File: src/rtl/core/bqf_pkg.sv
`default_nettype none
// ----------------------------------------------------------------------------
// bqf_pkg
// Widths, register indexes and controller-to-datapath command types of the
// biquad filter core.
// ----------------------------------------------------------------------------
package bqf_pkg;

	localparam int SAMPLE_WIDTH = 24;
	localparam int COEF_WIDTH   = 32;
	localparam int CFG_DATA_W   = 32;
	localparam int CFG_IDX_W    = 3;

	// Delay state is Q8.40.
	localparam int STATE_WIDTH = 48;
	localparam int STATE_FRAC  = 40;

	// A product carries the fraction bits of sample and coefficient.
	localparam int PROD_FRAC = (SAMPLE_WIDTH - 1) + (COEF_WIDTH - 4);
	localparam int PROD_W    = SAMPLE_WIDTH + COEF_WIDTH;
	localparam int ALIGN_R   = (PROD_FRAC >= STATE_FRAC) ? PROD_FRAC - STATE_FRAC : 0;
	localparam int ALIGN_L   = (PROD_FRAC >= STATE_FRAC) ? 0 : STATE_FRAC - PROD_FRAC;
	localparam int OUT_SHIFT = STATE_FRAC - (SAMPLE_WIDTH - 1);

	// Accumulator holds two aligned products plus one state value.
	localparam int ACC_W = STATE_WIDTH + 2;

	localparam logic [CFG_IDX_W-1:0] REG_B0 = CFG_IDX_W'(0);
	localparam logic [CFG_IDX_W-1:0] REG_B1 = CFG_IDX_W'(1);
	localparam logic [CFG_IDX_W-1:0] REG_B2 = CFG_IDX_W'(2);
	localparam logic [CFG_IDX_W-1:0] REG_A1 = CFG_IDX_W'(3);
	localparam logic [CFG_IDX_W-1:0] REG_A2 = CFG_IDX_W'(4);

	typedef enum logic [2:0] {
		MUL_NONE,
		MUL_B0X,
		MUL_B1X,
		MUL_B2X,
		MUL_A1Y,
		MUL_A2Y
	} mul_sel_t;

	typedef enum logic [2:0] {
		ACC_NONE,
		ACC_Y,
		ACC_LOAD_D2,
		ACC_SUB,
		ACC_LOAD_D1,
		ACC_FINISH
	} acc_op_t;

	typedef struct packed {
		logic     load_x;
		logic     clear_state;
		mul_sel_t mul_sel;
		acc_op_t  acc_op;
	} dp_cmd_t;

endpackage
`default_nettype wire

File: src/rtl/core/bqf_datapath.sv
`default_nettype none
// ----------------------------------------------------------------------------
// bqf_datapath
// Coefficient registers, shared multiplier, accumulator, delay state and
// output register of the biquad filter core.
// ----------------------------------------------------------------------------
module bqf_datapath import bqf_pkg::*; (
	input  wire logic                           clk,
	input  wire logic                           arst_n,
	input  wire dp_cmd_t                        dp_cmd,
	input  wire logic signed [SAMPLE_WIDTH-1:0] sample_in,
	input  wire logic                           cfg_we,
	input  wire logic        [CFG_IDX_W-1:0]    cfg_index,
	input  wire logic        [CFG_DATA_W-1:0]   cfg_data,
	output logic signed      [SAMPLE_WIDTH-1:0] sample_out,
	output logic                                clipped
);

	localparam logic [COEF_WIDTH-1:0] B0_RST = COEF_WIDTH'(32'h1000_0000);

	localparam logic signed [SAMPLE_WIDTH-1:0] SMAX = {1'b0, {(SAMPLE_WIDTH-1){1'b1}}};
	localparam logic signed [SAMPLE_WIDTH-1:0] SMIN = {1'b1, {(SAMPLE_WIDTH-1){1'b0}}};
	localparam logic signed [ACC_W-1:0] SMAX_EXT = ACC_W'(SMAX);
	localparam logic signed [ACC_W-1:0] SMIN_EXT = ACC_W'(SMIN);

	localparam logic signed [STATE_WIDTH-1:0] STMAX = {1'b0, {(STATE_WIDTH-1){1'b1}}};
	localparam logic signed [STATE_WIDTH-1:0] STMIN = {1'b1, {(STATE_WIDTH-1){1'b0}}};
	localparam logic signed [ACC_W-1:0] STMAX_EXT = ACC_W'(STMAX);
	localparam logic signed [ACC_W-1:0] STMIN_EXT = ACC_W'(STMIN);

	localparam logic signed [ACC_W-1:0] Y_HALF = ACC_W'(1) <<< (OUT_SHIFT - 1);

	// Bring a product to 40 fraction bits, flooring any dropped bits.
	function automatic logic signed [ACC_W-1:0] align_prod(input logic signed [PROD_W-1:0] p);
		logic signed [ACC_W-1:0] t;
		t = ACC_W'(p >>> ALIGN_R);
		return t <<< ALIGN_L;
	endfunction

	logic signed [COEF_WIDTH-1:0]   b0_q, b1_q, b2_q, a1_q, a2_q;
	logic signed [SAMPLE_WIDTH-1:0] x_q, y_q, out_sample_q;
	logic signed [STATE_WIDTH-1:0]  d1_q, d2_q;
	logic signed [PROD_W-1:0]       prod_q;
	logic signed [ACC_W-1:0]        acc_q;
	logic                           clip_q, out_clip_q;

	logic signed [COEF_WIDTH-1:0]   mul_c;
	logic signed [SAMPLE_WIDTH-1:0] mul_s;
	logic signed [ACC_W-1:0]        al, y_sum, y_shr, st_in;
	logic signed [SAMPLE_WIDTH-1:0] y_new;
	logic signed [STATE_WIDTH-1:0]  st_sat;
	logic                           y_hi, y_lo, st_hi, st_lo;

	always_comb begin
		case (dp_cmd.mul_sel)
			MUL_B1X: begin mul_c = b1_q; mul_s = x_q; end
			MUL_B2X: begin mul_c = b2_q; mul_s = x_q; end
			MUL_A1Y: begin mul_c = a1_q; mul_s = y_q; end
			MUL_A2Y: begin mul_c = a2_q; mul_s = y_q; end
			default: begin mul_c = b0_q; mul_s = x_q; end
		endcase
	end

	assign al    = align_prod(prod_q);
	assign y_sum = al + ACC_W'(d1_q) + Y_HALF;
	assign y_shr = y_sum >>> OUT_SHIFT;
	assign y_hi  = (y_shr > SMAX_EXT);
	assign y_lo  = (y_shr < SMIN_EXT);
	assign y_new = y_hi ? SMAX : (y_lo ? SMIN : SAMPLE_WIDTH'(y_shr));

	assign st_in  = (dp_cmd.acc_op == ACC_FINISH) ? (acc_q - al) : acc_q;
	assign st_hi  = (st_in > STMAX_EXT);
	assign st_lo  = (st_in < STMIN_EXT);
	assign st_sat = st_hi ? STMAX : (st_lo ? STMIN : STATE_WIDTH'(st_in));

	always_ff @(posedge clk or negedge arst_n) begin
		if (!arst_n) begin
			b0_q <= B0_RST;
			b1_q <= '0;
			b2_q <= '0;
			a1_q <= '0;
			a2_q <= '0;
			d1_q <= '0;
			d2_q <= '0;
		end else begin
			if (cfg_we) begin
				case (cfg_index)
					REG_B0:  b0_q <= cfg_data[COEF_WIDTH-1:0];
					REG_B1:  b1_q <= cfg_data[COEF_WIDTH-1:0];
					REG_B2:  b2_q <= cfg_data[COEF_WIDTH-1:0];
					REG_A1:  a1_q <= cfg_data[COEF_WIDTH-1:0];
					REG_A2:  a2_q <= cfg_data[COEF_WIDTH-1:0];
					default: ;
				endcase
			end
			if (dp_cmd.clear_state) begin
				d1_q <= '0;
				d2_q <= '0;
			end
			if (dp_cmd.acc_op == ACC_LOAD_D1) begin
				d1_q <= st_sat;
			end
			if (dp_cmd.acc_op == ACC_FINISH) begin
				d2_q <= st_sat;
			end
		end
	end

	always_ff @(posedge clk) begin
		if (dp_cmd.load_x) begin
			x_q <= sample_in;
		end
		if (dp_cmd.mul_sel != MUL_NONE) begin
			prod_q <= mul_c * mul_s;
		end
		case (dp_cmd.acc_op)
			ACC_Y: begin
				y_q    <= y_new;
				clip_q <= y_hi | y_lo;
			end
			ACC_LOAD_D2: acc_q <= al + ACC_W'(d2_q);
			ACC_SUB:     acc_q <= acc_q - al;
			ACC_LOAD_D1: begin
				acc_q  <= al;
				clip_q <= clip_q | st_hi | st_lo;
			end
			ACC_FINISH: begin
				out_sample_q <= y_q;
				out_clip_q   <= clip_q | st_hi | st_lo;
			end
			default: ;
		endcase
	end

	assign sample_out = out_sample_q;
	assign clipped    = out_clip_q;

endmodule
`default_nettype wire

File: src/rtl/core/bqf_ctrl.sv
`default_nettype none
// ----------------------------------------------------------------------------
// bqf_ctrl
// Sequencer of the biquad filter core: steps the shared multiplier and the
// accumulator through one sample and owns the output valid flag.
// ----------------------------------------------------------------------------
module bqf_ctrl import bqf_pkg::*; (
	input  wire logic clk,
	input  wire logic arst_n,
	input  wire logic in_valid,
	input  wire logic cmd,
	output logic      in_stall,
	input  wire logic out_stall,
	output logic      out_valid,
	output dp_cmd_t   dp_cmd
);

	typedef enum logic [2:0] {
		S_IDLE,
		S_MUL_B0,
		S_OUT_Y,
		S_S1_ADD,
		S_S1_SUB,
		S_S2_LOAD,
		S_S2_DONE
	} state_t;

	state_t state_q;
	logic   out_valid_q;
	logic   in_accept, out_free, finish;

	assign in_stall  = (state_q != S_IDLE);
	assign in_accept = in_valid & ~in_stall;
	assign out_free  = ~out_valid_q | ~out_stall;
	assign finish    = (state_q == S_S2_DONE) & out_free;

	always_comb begin
		dp_cmd             = '0;
		dp_cmd.mul_sel     = MUL_NONE;
		dp_cmd.acc_op      = ACC_NONE;
		case (state_q)
			S_IDLE: begin
				dp_cmd.load_x      = in_accept & ~cmd;
				dp_cmd.clear_state = in_accept & cmd;
			end
			S_MUL_B0:  dp_cmd.mul_sel = MUL_B0X;
			S_OUT_Y: begin
				dp_cmd.acc_op  = ACC_Y;
				dp_cmd.mul_sel = MUL_B1X;
			end
			S_S1_ADD: begin
				dp_cmd.acc_op  = ACC_LOAD_D2;
				dp_cmd.mul_sel = MUL_A1Y;
			end
			S_S1_SUB: begin
				dp_cmd.acc_op  = ACC_SUB;
				dp_cmd.mul_sel = MUL_B2X;
			end
			S_S2_LOAD: begin
				dp_cmd.acc_op  = ACC_LOAD_D1;
				dp_cmd.mul_sel = MUL_A2Y;
			end
			S_S2_DONE: begin
				if (out_free) begin
					dp_cmd.acc_op = ACC_FINISH;
				end
			end
			default: ;
		endcase
	end

	always_ff @(posedge clk or negedge arst_n) begin
		if (!arst_n) begin
			state_q     <= S_IDLE;
			out_valid_q <= 1'b0;
		end else begin
			case (state_q)
				S_IDLE: begin
					if (in_accept && !cmd) begin
						state_q <= S_MUL_B0;
					end
				end
				S_MUL_B0:  state_q <= S_OUT_Y;
				S_OUT_Y:   state_q <= S_S1_ADD;
				S_S1_ADD:  state_q <= S_S1_SUB;
				S_S1_SUB:  state_q <= S_S2_LOAD;
				S_S2_LOAD: state_q <= S_S2_DONE;
				S_S2_DONE: begin
					if (out_free) begin
						state_q <= S_IDLE;
					end
				end
				default:   state_q <= S_IDLE;
			endcase
			if (finish) begin
				out_valid_q <= 1'b1;
			end else if (!out_stall) begin
				out_valid_q <= 1'b0;
			end
		end
	end

	assign out_valid = out_valid_q;

endmodule
`default_nettype wire

File: src/rtl/core/biquad_iir_filter_core.sv
`default_nettype none
// ----------------------------------------------------------------------------
// biquad_iir_filter_core
// Second-order IIR section in transposed direct form II with Q4.28
// coefficients, Q8.40 saturating delay state and a rounded, saturated
// Q1.23 output.
// ----------------------------------------------------------------------------
//
//  Channel   Handshake            Payload                    Direction
//  --------  -------------------  -------------------------  ---------
//  input     in_valid / in_stall  cmd, sample_in             into core
//  output    out_valid/out_stall  sample_out, clipped        out of core
//  config    cfg_valid/cfg_ready  cfg_index, cfg_data        into core
//
//  A filter transaction stalls the input until the sequencer registers the
//  result and returns to idle, so a new sample is not taken before the
//  last is through; the single shared multiplier forms the five products
//  one after the other, each registered before it is summed.
//  A clear transaction zeroes both delay registers and gives no result.
//  Reset zeroes both delay registers and loads b0 with 1.0, the other
//  coefficients with zero; there is no clearing pass.
//  When the output register holds a stalled sample, a finished sample waits
//  in the last step; a new input is accepted once it has moved into the output register.
//
module biquad_iir_filter_core import bqf_pkg::*; (
	input  wire logic                           clk,
	input  wire logic                           arst_n,
	input  wire logic                           in_valid,
	output logic                                in_stall,
	input  wire logic                           cmd,
	input  wire logic signed [SAMPLE_WIDTH-1:0] sample_in,
	output logic                                out_valid,
	input  wire logic                           out_stall,
	output logic signed      [SAMPLE_WIDTH-1:0] sample_out,
	output logic                                clipped,
	input  wire logic                           cfg_valid,
	output logic                                cfg_ready,
	input  wire logic        [CFG_IDX_W-1:0]    cfg_index,
	input  wire logic        [CFG_DATA_W-1:0]   cfg_data
);

	dp_cmd_t dp_cmd;

	// Coefficient writes are always taken; the user must write them only while
	// the core is idle, which the core itself does not enforce: there is no interlock with the sequencer.
	assign cfg_ready = 1'b1;

	// The sequencer decides what the shared multiplier and accumulator do in
	// each cycle and tracks whether the output register holds a sample.
	bqf_ctrl u_ctrl (
		.clk       (clk),
		.arst_n    (arst_n),
		.in_valid  (in_valid),
		.cmd       (cmd),
		.in_stall  (in_stall),
		.out_stall (out_stall),
		.out_valid (out_valid),
		.dp_cmd    (dp_cmd)
	);

	// The datapath holds the coefficients, the two delay registers and the
	// output payload register.
	bqf_datapath u_dp (
		.clk        (clk),
		.arst_n     (arst_n),
		.dp_cmd     (dp_cmd),
		.sample_in  (sample_in),
		.cfg_we     (cfg_valid & cfg_ready),
		.cfg_index  (cfg_index),
		.cfg_data   (cfg_data),
		.sample_out (sample_out),
		.clipped    (clipped)
	);

endmodule
`default_nettype wire

File: config.mk
export PLATFORM = sky130hd
export DESIGN_NAME = biquad_iir_filter_core
export DESIGN_NICKNAME = d
export VERILOG_FILES = /design/src/rtl/core/bqf_pkg.sv /design/src/rtl/core/bqf_datapath.sv /design/src/rtl/core/bqf_ctrl.sv /design/src/rtl/core/biquad_iir_filter_core.sv
export SDC_FILE = /design/constraint.sdc
export NUM_CORES = 2
export LEC_CHECK = 0
export ABC_AREA = 1
export BUFFER_PORTS_ARGS = -buffer_cell sky130_fd_sc_hd__buf_2
export CAP_MARGIN = 0
export CORE_ASPECT_RATIO = 0.75
export CORE_MARGIN = 5
export CORE_UTILIZATION = 66
export DETAILED_ROUTE_END_ITERATION = 7
export PLACE_DENSITY = 0.8
export SKIP_LAST_GASP = 1
export SYNTH_ARGS = -nofsm -noshare
export SYNTH_HDL_FRONTEND = slang
export SYNTH_SLANG_ARGS = --single-unit
export TNS_END_PERCENT = 20
File: constraint.sdc
create_clock -name clk -period 9.9 [get_ports clk]
set_input_delay 0 -clock clk [delete_from_list [all_inputs] [get_ports clk]]
set_output_delay 0 -clock clk [all_outputs]
set_load 0.01 [all_outputs]
## After elaboration in Yosys (flattened, before gate mapping)

Index checks and enable logic that the tools add are counted.

- Register bits: 440
- Input port bits: 65
- Output and inout port bits: 28
- Word-level logic and storage cells: 96

- Add/sub/neg operators: 4
- Multipliers: 1
- Order comparisons: 4
- Eq/ne operators: 22
- Mux-type cells: 20
- Bitwise operators: 12
- Reduce and logical (&&, ||, !) cells: 17

Operators with widths:

| operator | count |
|---|---|
| 2-to-1 mux 48 bit | 5 |
| case mux 50 bit (3 select lines) | 1 |
| case mux 32 bit (4 select lines) | 1 |
| adder 45 x 48 -> 49 bit | 2 |
| multiplier 32 x 24 -> 56 bit | 1 |
| adder 49 x 18 -> 50 bit, second input constant | 1 |
| > comparator 50 x 48 -> 1 bit, second input constant | 1 |
| < comparator 50 x 48 -> 1 bit, second input constant | 1 |
| 2-to-1 mux 50 bit | 1 |
| subtractor 50 x 45 -> 50 bit | 1 |
| 2-to-1 mux 24 bit | 2 |
| > comparator 33 x 24 -> 1 bit, second input constant | 1 |
| < comparator 33 x 24 -> 1 bit, second input constant | 1 |
| case mux 3 bit (5 select lines) | 2 |
| equality test 3 x 2 -> 1 bit, second input constant | 8 |
| equality test 3 bit, second input constant | 8 |
| case mux 3 bit (7 select lines) | 1 |
| AND reduction 2 bit | 6 |
| equality test 3 x 1 -> 1 bit, second input constant | 3 |
| 2-to-1 mux 3 bit | 3 |
| nonzero test 3 bit | 3 |
| logical NOT 3 bit | 2 |
| != test 2 x 1 -> 1 bit, second input constant | 3 |
| nonzero test 2 bit | 3 |
| 9 further kinds | 19 |

## Logic depth before layout (Yosys ltp)

- Word-level depth: 10
- Mapped depth: 40
- Gate-level depth less buffers: 38

## By module

Synthesis repeated with hierarchy kept, for this count alone.

- Cell total of the unflattened synthesis: 7261
- Area, all modules: 56312.8 um^2

By module, submodules not included:

| module | times used | cells each | area each (um^2) | seq. area each (um^2) |
|---|---|---|---|---|
| bqf_datapath | 1 | 7222 | 56041.2 | 11482.3 |
| bqf_ctrl | 1 | 37 | 260.2 | 100.1 |
| biquad_iir_filter_core | 1 | 2 | 11.3 | 0.0 |

## Least setup slack after synthesis

Ideal clock, no wire load.

- Path kind: register -> register
- Start point: register u_ctrl.state_q[0]
- End point: register u_dp.prod_q[55] (data pin)
- Library setup time: 0.253 ns
- Arrival: 8.462 ns
- Required time: 9.647 ns
- Setup slack: 1.185 ns
- Stages on the path, launching flop included: 35
- Path buffers: 2
- Clock period less this slack: 8.715 ns
- Cell sequence: dfrtp_1 > nor2_1 > inv_1 > nor2_2 > inv_2 > nand2_1 > nor2_1 > buf_2 > nand2_1 > nand2_1 > inv_2 > clkbuf_1 > nor2_1 > fa_1 > inv_1 > fa_1 > inv_1 > fa_1 > inv_1 > fa_1 > fa_1 > inv_1 > fa_1 > inv_1 > fa_1 > inv_1 > ha_1 > a21oi_1 > o21ai_0 > a21oi_1 > nor3_1 > a311oi_1 > nand2_1 > nand2_1 > nand2_1

- Longest elaborated chain between the ends: 6

Ends and longest elaborated chain:

| what | RTL line | RTL |
|---|---|---|
| start: declaration | bqf_ctrl.sv:28 | `state_t state_q;` |
| start signal: assignment | bqf_ctrl.sv:74 | `state_q <= S_IDLE;` |
| start signal: assignment | bqf_ctrl.sv:80 | `state_q <= S_MUL_B0;` |
| start signal: assignment | bqf_ctrl.sv:83 | `S_MUL_B0: state_q <= S_OUT_Y;` |
| equality test 3 bit, or another cell as far along | bqf_ctrl.sv:41 | `case (state_q)` |
| case mux 3 bit (5 select lines) (*) | bqf_ctrl.sv:41 |  |
| equality test 3 bit | bqf_datapath.sv:55 | `case (dp_cmd.mul_sel)` |
| OR reduction 2 bit (no source line) | - |  |
| 2-to-1 mux 24 bit | bqf_datapath.sv:55 |  |
| multiplier 32 x 24 -> 56 bit (*) | bqf_datapath.sv:114 | `prod_q <= mul_c * mul_s;` |
| end signal: assignment | bqf_datapath.sv:114 |  |
| end: declaration | bqf_datapath.sv:43 | `logic signed [PROD_W-1:0] prod_q;` |

Every way passes the cells marked *; elsewhere a longest branch is shown, timed or not.
A chain may end at the register's enable or synchronous reset.

## Worst setup path after layout

- Start point: register u_ctrl.state_q[2]
- End point: register u_dp.prod_q[55] (data pin)

Same word-level chain as after synthesis.

==> summary.txt <==
Setup path
  – Reg2reg path depth: 28
  – RR Endpoint: u_dp.prod_q[55]
  – Worst Setup SP: u_ctrl.state_q[2]
  – Worst-path fanout max: 32
  – Worst Path Arrival: 9370 ps
  – Startpoint types: flop
  – FF-to-FF Start: u_ctrl.state_q[2]
  – Critical path's slowest cell: fa_1
  – Element type at the critical path end: flop
  – Critical Path RT: 10260 ps
  – Critical path class: reg2reg
  – Max stage delay on crit path: 660 ps
  – Crit-path most repeated cell: fa_1
  – Reg2reg setup slack: 890 ps

Floorplan
  – Full die area: 90600 sq um
  – Die Y: 262 microns
  – Row count: 92
  – Die Wd: 346 microns
  – I/O pin count: 93
  – Initial Util: 66.5%
  – Core footprint: 84000 sq um

Global route
  – Initial antenna violation count: 12
  – GRT Total Usage: 46.9%
  – Congestion Overflow GR: 0
  – M3 GR Usage: 27.4%
  – Number of global-route vias before repair: 51400
  – Pin count of the biggest net entering global routing: 140
  – Busiest layer in global routing: met1
  – First-pass GRT wire length: 318000 microns
  – Met2 usage: 61.0%
  – Met1 GRT Util: 64.7%

STA
  – Slew at the pin closest to its max-slew limit: 1710 ps
  – Final setup TNS: 0 ps
  – Final setup fails: 0
  – Period minus WS final: 9010 ps
  – Final Max Tran Viols: 5
  – Clock skew: 46.4 ps
  – Final period util: 91.0%
  – Setup repair after global routing missed its margin: no
  – Fmax achieved: 111 MHz
  – Endpoints failing hold: 0
  – Relative slew slack: -15.0%

Logic synthesis
  – Most used DFF post-synth: dfrtp_1
  – Post-synth cell types: 55
  – Syn Inst Count: 7193
  – Synth Area per Inst: 7.76 sq um
  – Synth Warn #: 0
  – Seq/Total Area, Yosys: 20.7%
  – Flops & latches, synth: 429
  – Ys async rst share: 60.6%
  – Number of flops mapped to enable cells by yosys: 169
  – Synthesized net count: 8379
  – Synth Cell Area: 55800 sq um

Status
  – Failing checks: design-rule violations, max-capacitance violations, max-slew violations
  – Outcome: complete, but fails checks

Route
  – Pre-antenna DRT Iters: 8
  – Final WL: 213000 microns
  – First DRT Iteration DRCs: 7621
  – Via/cell ratio: 6.22
  – DR DRC count: 7
  – ANT nets after route: 0
  – Total vias in the final route: 52600
  – WL/cell: 25.2 microns

Cells and area
  – Final-stage net count: 8462
  – P&R area growth vs syn: 7.32%
  – Fill cells: 6588
  – Share of cells above drive strength 1: 4.79%
  – Design area: 59900 sq um

CTS
  – Cts bufs inserted: 45
  – CTS tree: done
  – H-tree depth: 2
  – CTS sink cnt: 429
  – Latest clock arrival within the worst-skew pair: 640 ps
  – CTS Buffer Depth: 3
  – Clk slew on worst S/H paths: 70 ps
  – Postcts setup bufs: 0
  – CTS root buffer: clkbuf_16

Placement
  – Routability congestion estimate: 1.12
  – Placed wire-length estimate: 168000 microns
  – Port Buffers: 91
  – Placed cell areas: 57700 sq um

Min path
  – Hold Crit Class: in2async

Job
  – Max Cap Violations: 2
-- flip-flops by register name (all words and copies together) (netlist names) --
signal / flops
u_ctrl.out_valid: 1
u_dp.d2_q: 48
u_dp.a2_q: 32
u_dp.b0_q: 32
u_dp.b1_q: 32
u_dp.y_q: 24
u_dp.clip_q: 1
u_dp.b2_q: 32
u_dp.acc_q: 50
u_dp.a1_q: 32
u_dp.prod_q: 45
u_dp.sample_out: 24
u_ctrl.state_q: 3
u_dp.x_q: 24
u_dp.d1_q: 48
u_dp.clipped: 1
-- worst max-delay path: cells and delay by family, from the launching register on --
kind                       cells  cell delay (ps)
AOI/OAI and AO/OA              6             1380
adders and majority gates      8             3800
buffers and inverters          8             1920
DFF                            1              450
and+or+nand+nor                6             1140
-- how the worst max path moves through the flow --
stage	end	slack, ps	cells after the start
2_1_floorplan	u_dp.prod_q[55]	1190	34
3_3_place_gp	u_dp.prod_q[50]	1350	26
3_5_place_dp	u_dp.prod_q[55]	1220	30
4_1_cts	u_dp.prod_q[55]	1090	30
5_1_grt	u_dp.prod_q[55]	470	30
6_report	u_dp.prod_q[55]	890	28
-- final cells by class --
| cell class | instances | area (sq um) | share of cell area (%) |
|---|---|---|---|
| multi-input cells | 5108 | 38000 | 63.4 |
| flip-flops and latches | 429 | 11600 | 19.3 |
| inverters | 1431 | 5370 | 8.97 |
| repair buffers | 261 | 1940 | 3.24 |
| well taps | 1128 | 1410 | 2.36 |
| clock buffers | 58 | 1210 | 2.03 |
| clock inverters | 23 | 350 | 0.585 |
| diodes | 18 | 45.0 | 0.0752 |
-- cells in the final DEF (no fill, tap or decap), types with 22 or more instances in the layout --
cell,count
o211ai_1,32
xor2_1,78
dlygate4sd3_1,61
buf_4,105
o21bai_1,32
o21ai_2,22
ha_1,337
inv_1,1404
buf_2,90
nand4_1,38
nand2_1,1816
fa_1,784
a221oi_1,30
edfxtp_1,169
xnor2_1,34
a21oi_1,273
nor2_1,762
dfrtp_1,259
nand3_1,238
nor3_1,40
a31oi_1,23
o21ai_0,376
clkbuf_16,45
-- per-layer routing --
layer  wire length, microns  vias to the layer above
li1                       -                    22300
met1                  81500                    25000
met2                  80000                     4563
met3                  42200                      765
met4                   8390                       18
met5                   1290                        -
-- timing repair --
item	4_1_cts	5_1_grt
resized for setup	0	0
hold buffers	61	0
endpoints found under the hold margin	334	0
-- per-stage QoR --
stage / setup WS [ps] / util, % / hold WS, ps / instances
after floorplan: 1190 / - / -296 / 7193
after global placement: 1350 / 68.7 / 151 / 8296
after detailed placement: 1220 / 68.7 / 152 / 8296
after CTS: 1090 / 71.3 / 60.3 / 8438
after global routing: 475 / 71.3 / 85.6 / 8444
final: 893 / 71.3 / 43.5 / 8456
-- cell families (layout without fill, tap and decap cells) --
family	count (synthesis)	in the layout	share of synthesized area, %
AOI/OAI and AO/OA	886	886	9.05
xor gates and xnor gates	112	112	1.76
adders and majority gates	1121	1121	35.7
buffers and inverters	1656	1773	11.4
DFF	429	429	20.7
muxes	20	20	0.358
other	1	19	0.00672
and+or+nand+nor	2968	2968	21.1
-- cell usage after synthesis, types with 3 or more instances --
cell type,instances,area (sq um)
and2_1,14,87.6
buf_1,18,67.6
and3_1,12,75.1
clkbuf_1,162,608
nand2_1,1822,6840
a21o_1,19,143
o21a_1,16,120
nand2_2,7,43.8
mux2i_1,20,200
nand3b_1,3,22.5
nor3_1,40,200
nand3_1,241,1210
o21ai_2,11,96.3
nor4_1,5,31.3
fa_1,784,15700
buf_2,29,145
o221ai_1,20,175
o21ai_1,11,55.1
o211ai_1,32,240
edfxtp_1,169,5070
buf_4,7,52.6
a31oi_1,23,144
xnor2_1,34,298
xor2_1,78,683
clkinv_1,11,41.3
inv_2,15,56.3
or2_2,16,100
o21bai_1,32,240
nor2_1,764,2870
a21oi_1,274,1370
buf_6,9,101
o21ai_0,380,1900
nand4_1,38,238
dfrtp_1,259,6480
a221oi_1,30,263
inv_1,1405,5270
a21boi_0,20,150
a211oi_1,3,22.5
ha_1,337,4220
Power is not shown: default switching activity piles up to over one toggle a cycle in this logic, so the estimate is an artifact.
